`src/rtl/iirl_pkg.sv`:
```
// shared types and constants of the indexed insert/remove list
package iirl_pkg;

  localparam int CAPACITY   = 64;
  localparam int VAL_W      = 32;
  localparam int POS_W      = 7;
  localparam int CNT_W      = 7;
  localparam int IDX_W      = 6;
  localparam int GRP_SIZE   = 8;
  localparam int NUM_GRPS   = CAPACITY / GRP_SIZE;
  localparam int STATUS_W   = 2;
  localparam int IN_DATA_W  = 40;
  localparam int OUT_DATA_W = 48;

  localparam logic OP_INSERT = 1'b0;
  localparam logic OP_REMOVE = 1'b1;

  typedef enum logic [STATUS_W-1:0] {
    ST_OK        = 2'd0,
    ST_BAD_INDEX = 2'd1,
    ST_FULL      = 2'd2
  } status_e;

  typedef enum logic {
    S_IDLE,
    S_REDUCE
  } state_e;

  typedef struct packed {
    logic             ins;
    logic             rem;
    logic [POS_W-1:0] pos;
    logic [VAL_W-1:0] value;
  } cmd_t;

endpackage

```
`src/rtl/iirl_cell.sv`:
```
// one list slot: shifts with its neighbors on insert and remove
module iirl_cell (
  input  logic                        clk_i,
  input  logic [iirl_pkg::IDX_W-1:0]  idx_i,
  input  iirl_pkg::cmd_t              cmd_i,
  input  logic [iirl_pkg::VAL_W-1:0]  left_i,
  input  logic [iirl_pkg::VAL_W-1:0]  right_i,
  output logic [iirl_pkg::VAL_W-1:0]  value_o,
  output logic [iirl_pkg::VAL_W-1:0]  tap_o
);
  import iirl_pkg::*;

  logic [VAL_W-1:0] value_q, value_d;
  logic [POS_W-1:0] idx_ext;
  logic             at_pos, above_pos;

  assign idx_ext   = POS_W'(idx_i);
  assign at_pos    = (idx_ext == cmd_i.pos);
  assign above_pos = (idx_ext > cmd_i.pos);

  always_comb begin
    value_d = value_q;
    if (cmd_i.ins) begin
      if (at_pos) begin
        value_d = cmd_i.value;
      end else if (above_pos) begin
        value_d = left_i;
      end
    end else if (cmd_i.rem) begin
      if (at_pos || above_pos) begin
        value_d = right_i;
      end
    end
  end

  always_ff @(posedge clk_i) begin
    value_q <= value_d;
  end

  assign value_o = value_q;
  assign tap_o   = (cmd_i.rem && at_pos) ? value_q : '0;

endmodule

```
`config.mk`:
```
export PLATFORM = sky130hd
export DESIGN_NAME = iirl_cell
export DESIGN_NICKNAME = d
export VERILOG_FILES = /design/src/rtl/iirl_pkg.sv /design/src/rtl/iirl_cell.sv
export SDC_FILE = /design/constraint.sdc
export NUM_CORES = 1
export LEC_CHECK = 0
export BUFFER_PORTS_ARGS = -buffer_cell sky130_fd_sc_hd__buf_2
export CORE_ASPECT_RATIO = 2
export CORE_MARGIN = 1
export CORE_UTILIZATION = 40
export CTS_CLUSTER_DIAMETER = 30
export DETAILED_ROUTE_END_ITERATION = 6
export PLACE_DENSITY = 0.86
export RECOVER_POWER = 100
export SETUP_SLACK_MARGIN = 0.1
export SLEW_MARGIN = 5
export SYNTH_ARGS = -nofsm -noshare
export SYNTH_HDL_FRONTEND = slang
export SYNTH_SLANG_ARGS = --single-unit
```
`constraint.sdc`:
```
create_clock -name clk_i -period 6.97 [get_ports clk_i]
set_clock_uncertainty 0.2 [all_clocks]
set_input_delay 2.091 -clock clk_i [delete_from_list [all_inputs] [get_ports clk_i]]
set_output_delay 2.091 -clock clk_i [all_outputs]
set_load 0.02 [all_outputs]
```
; After elaboration in Yosys (flattened, before gate mapping)
; Cells that the tools add are included.
[word_totals]
regBits = 32
output_inout_bits = 64
elab_cells = 15
[classes]
magnitude_cmp = 1
eq_ne = 2
muxes = 6
reduce_logical = 5
[op_table]
columns = operator, n
row1 = 32-bit two-way mux, 6
row2 = 6-bit by 7-bit equality test with 1-bit output, 1
row3 = 6-bit by 7-bit greater-than comparator with 1-bit output, 1
row4 = 2-bit nonzero test, 2
row5 = 3-bit by 1-bit != test with 1-bit output (second input constant), 1
row6 = 3-bit AND reduction, 1
row7 = 1-bit logical AND, 1
row8 = 1-bit logical OR, 1

; Depth between registers and ports, before layout
[logic_depth]
word_depth = 5
depth_mapped = 7
depth_no_buf = 5

; Worst setup path before layout
; No wires, ideal clock.
[synth_path]
kind = in2reg
start = in cmd_i[37] in the netlist's numbering
end = reg value_q[0], in the netlist value_o[0], enable pin
setup_time_ns = 0.472
t_arrival_ns = 5.348
required_ns = 6.298
path_slack_ns = 0.950
stages = 6
n_path_buf = 1
cell_sequence = inv_1 -> ha_1 -> and4b_1 -> buf_6 -> o21ai_0 -> o32ai_1
[synth_between]
elab_chain_cells = 4
word_cells_on_any_way = 6
cone_classes = order compare (1) / eq/ne (2) / reduce/logical (3)
[synth_lines]
columns = element, line_no
row1 = start: declaration, iirl_cell.sv:5  ; input iirl_pkg::cmd_t cmd_i,
row2 = 6-bit by 7-bit greater-than comparator with 1-bit output / 6-bit by 7-bit equality test with 1-bit output (equally long branches), "iirl_cell.sv:19, iirl_cell.sv:18"
row3 = 1-bit logical OR, iirl_cell.sv:30  ; if (at_pos || above_pos) begin
row4 = 2-bit nonzero test (no line), --
row5 = 3-bit AND reduction (no line) *, --
row6 = end signal: assignment, iirl_cell.sv:37  ; value_q <= value_d;
row7 = end: declaration, iirl_cell.sv:13  ; logic [VAL_W-1:0] value_q, value_d;
; Every way passes the cells marked *; elsewhere a longest branch is shown, timed or not.
; A chain may end at the register's enable or synchronous reset.

; Worst setup path in the final report
[layout_path]
start = in cmd_i[36] in the netlist's numbering
end = out tap_o[7] in the netlist's numbering
[layout_between]
elab_chain_cells = 3
[layout_lines]
columns = element, line_no
row1 = 6-bit by 7-bit equality test with 1-bit output, iirl_cell.sv:18  ; assign at_pos = (idx_ext == cmd_i.pos);
row2 = 1-bit logical AND, iirl_cell.sv:41  ; assign tap_o = (cmd_i.rem && at_pos) ? value_q : '0;
row3 = 32-bit two-way mux, iirl_cell.sv:41
row4 = end: declaration, iirl_cell.sv:9  ; output logic [iirl_pkg::VAL_W-1:0] tap_o
; No other way between the ends.

==> summary.md <==
| Metric | Value |
|---|---|
| Status | complete, but fails checks |
| Failing checks | capacitance limit, slew limit |
| Post-synth top cells | and3_1, nor2_1, o21ai_0 |
| Initial antenna violation count | 0 |
| Largest area contributor in the netlist | edfxtp_1 |
| Post-CTS setup buffers | 0 |
| # IOs | 176 |
| Part of the power in registers | 45.1% |
| RSZ-0062 raised after global routing | false |
| Root Buffer | clkbuf_8 |
| Share of the synthesized area in the top cell type | 43.12% |
| Critical Path RT | 4.68 ns |
| Gr usage total | 23.40% |
| Synthesis Warnings | 0 |
| Post-route cell area | 3090 um2 |
| Cts repair resizes | 0 |
| Largest net degree at the start of global routing | 66 |
| Pleak | 1.469 nW |
| Die W | 54.78 um |
| CTS tree | built |
| Sw frac | 28.83% |
| Site Rows | 38 |
| CP bufs+invs | 4 |
| Grt total ovfl | 0 |
| Synth Flop Type | edfxtp_1 |
| Placed insts | 457 |
| Worst setup SP type | primary input |
| IO Port Bufs | 175 |
| WHS | 1.963 ns |
| Min cycle time layout | 6.441 ns |
| Die ar. | 5891 um2 |
| Fin. max-slew vios | 99 |
| Clock sink count | 32 |
| Slew @ Worst Pin | 2.536 ns |
| HPWL Detailed | 5220 um |
| Crit-path cells | buf_2, inv_1, ha_1, nand4b_2, nor2_2, buf_4, and3_1, clkbuf_1 |
| Iteration-0 DRC Markers | 124 |
| Psw | 157.3 uW |
| Logic pwr share | 23.5% |
| Critical-path maximum fanout | 33 |
| Synth area leaders | edfxtp_1, and3_1, a31oi_1 |
| Placed Instance Area | 3063 um2 |
| Peak supply drop | 137.3 uV |
| Seq/Total Area, Yosys | 43.12% |
| DR pass1 iterations | 5 |
| Vias | 2574 |
| Synthesis-stage register bit count | 32 |
| Max Buffers Root-to-Sink | 2 |
| First-pass GRT wire length | 9984 um |
| FMAX | 155.3 MHz |
| Worst setup EP type | output port |
| Post-synth EDFFs | 32 |
| Vias per inst | 5.535 |
| CTS Hold Bufs | 0 |
| Drt wl/cell | 15.08 um |
| Critical path type | primary input to output port |
| Non-Filler Instances | 465 |
| Post-Synthesis Cell Area | 2228 um2 |
| Final setup violation count | 0 |
| Layout cells sized above 1 | 40.25% |
| H-tree lvl count | 2 |
| Post-synthesis cell count | 244 |
| Post-synth ARST share | 0% |
| Nets@finish | 522 |
| Distinct cells, synth | 25 |
| Total power divided by cell area | 176.6 nW/um2 |
| Clock-pin slew on the worst setup and hold paths | 0.06 ns |
| Final ANT Viol Nets | 0 |
| Routability cong. | 0.8298 |
| Initial Util | 41.48% |
| TritonCTS buffer count | 5 |
| Mapped Nets | 362 |
| Final worst path period share | 92.40% |
| WL final | 7014 um |
| Max cap viols | 2 |
| Max incr delay on CP | 0.63 ns |
| Crit path arrival time | 4.15 ns |
| Core area | 5373 um2 |
| Clock power share | 31.4% |
| Max_slew headroom | -69.07% |
| Final Power | 545.6 uW |
| Slowest-stage cell, CP | nand4b_2 |
| Delay-heaviest family, CP | simple AND/OR/NAND/NOR gates |
| Syn avg cell area | 9.133 um2 |
| Layout area overhead | 38.69% |
| HP Class | primary input to flip-flop |
| DRC Markers | 0 |
| Vias in the first global route | 2220 |
| Chip Height | 107.6 um |
| Hold Violations, Final | 0 |
| Max FFs per register | 32 |
| N_diodes | 0 |
| Pint | 388.3 uW |
| Total negative slack | 0 ns |
-- cell usage in the layout (no fill, tap or decap), drive strengths merged, types with 6 or more instances in the layout --
cell type	n
a31oi	32
and3	33
buf	142
clkbuf	44
edfxtp	32
ha	6
inv	6
nand3	33
nor2	34
o21ai	33
-- layout make-up --
class | instances | area (um2)
flip-flops and latches | 32 | 960.9
repair buffers | 180 | 860.8
clock inverters | 2 | 35.03
fillers | 550 | 2282
inverters | 6 | 22.52
well taps | 60 | 75.07
clock buffers | 6 | 72.57
multi-input cells | 179 | 1064
-- final timing paths --
path                         from               endpoint  slack [ns]  depth (start not counted)
worst max-delay path    cmd_i[36]               tap_o[7]        0.53                          8
worst min-delay path  right_i[29]  value_o[29]$_DFFE_PP_        1.96                          3
-- logic make-up after synthesis --
logic type | count (synthesis) | synth area share [%]
flops | 32 | 43.12
compound gates | 69 | 17.69
buf+inv | 33 | 8.758
simple gates | 104 | 27.06
fa+ha+maj | 6 | 3.369
-- layer usage --
layer  up-vias  share of wire, %  GRT usage [%]  wire (um)
met4         0               2.7          10.62        192
met3        20               6.6          3.390        463
li1       1233                 -              -          -
met1      1185                34          23.62       2371
met2       136                57          43.20       3986
met5         -                 0              0          0
-- per-stage QoR --
stage               setup slack (ns)  utilization (%)
floorplan                     0.9499                -
global placement              0.9750            57.01
detailed placement            0.8874            57.01
CTS                           0.8796            59.01
global route                  0.3412            57.52
finish                        0.5295            57.52
-- power groups by stage --
stage	combinational [mW]	sequential (mW)	clock, mW
after floorplan	0.0539	0.271	0
after detailed placement	0.136	0.249	0
after global placement	0.132	0.248	0
final	0.128	0.246	0.171
after global routing	0.140	0.248	0.183
after CTS	0.136	0.245	0.176
No activity file was read; power rests on OpenSTA's default activity.
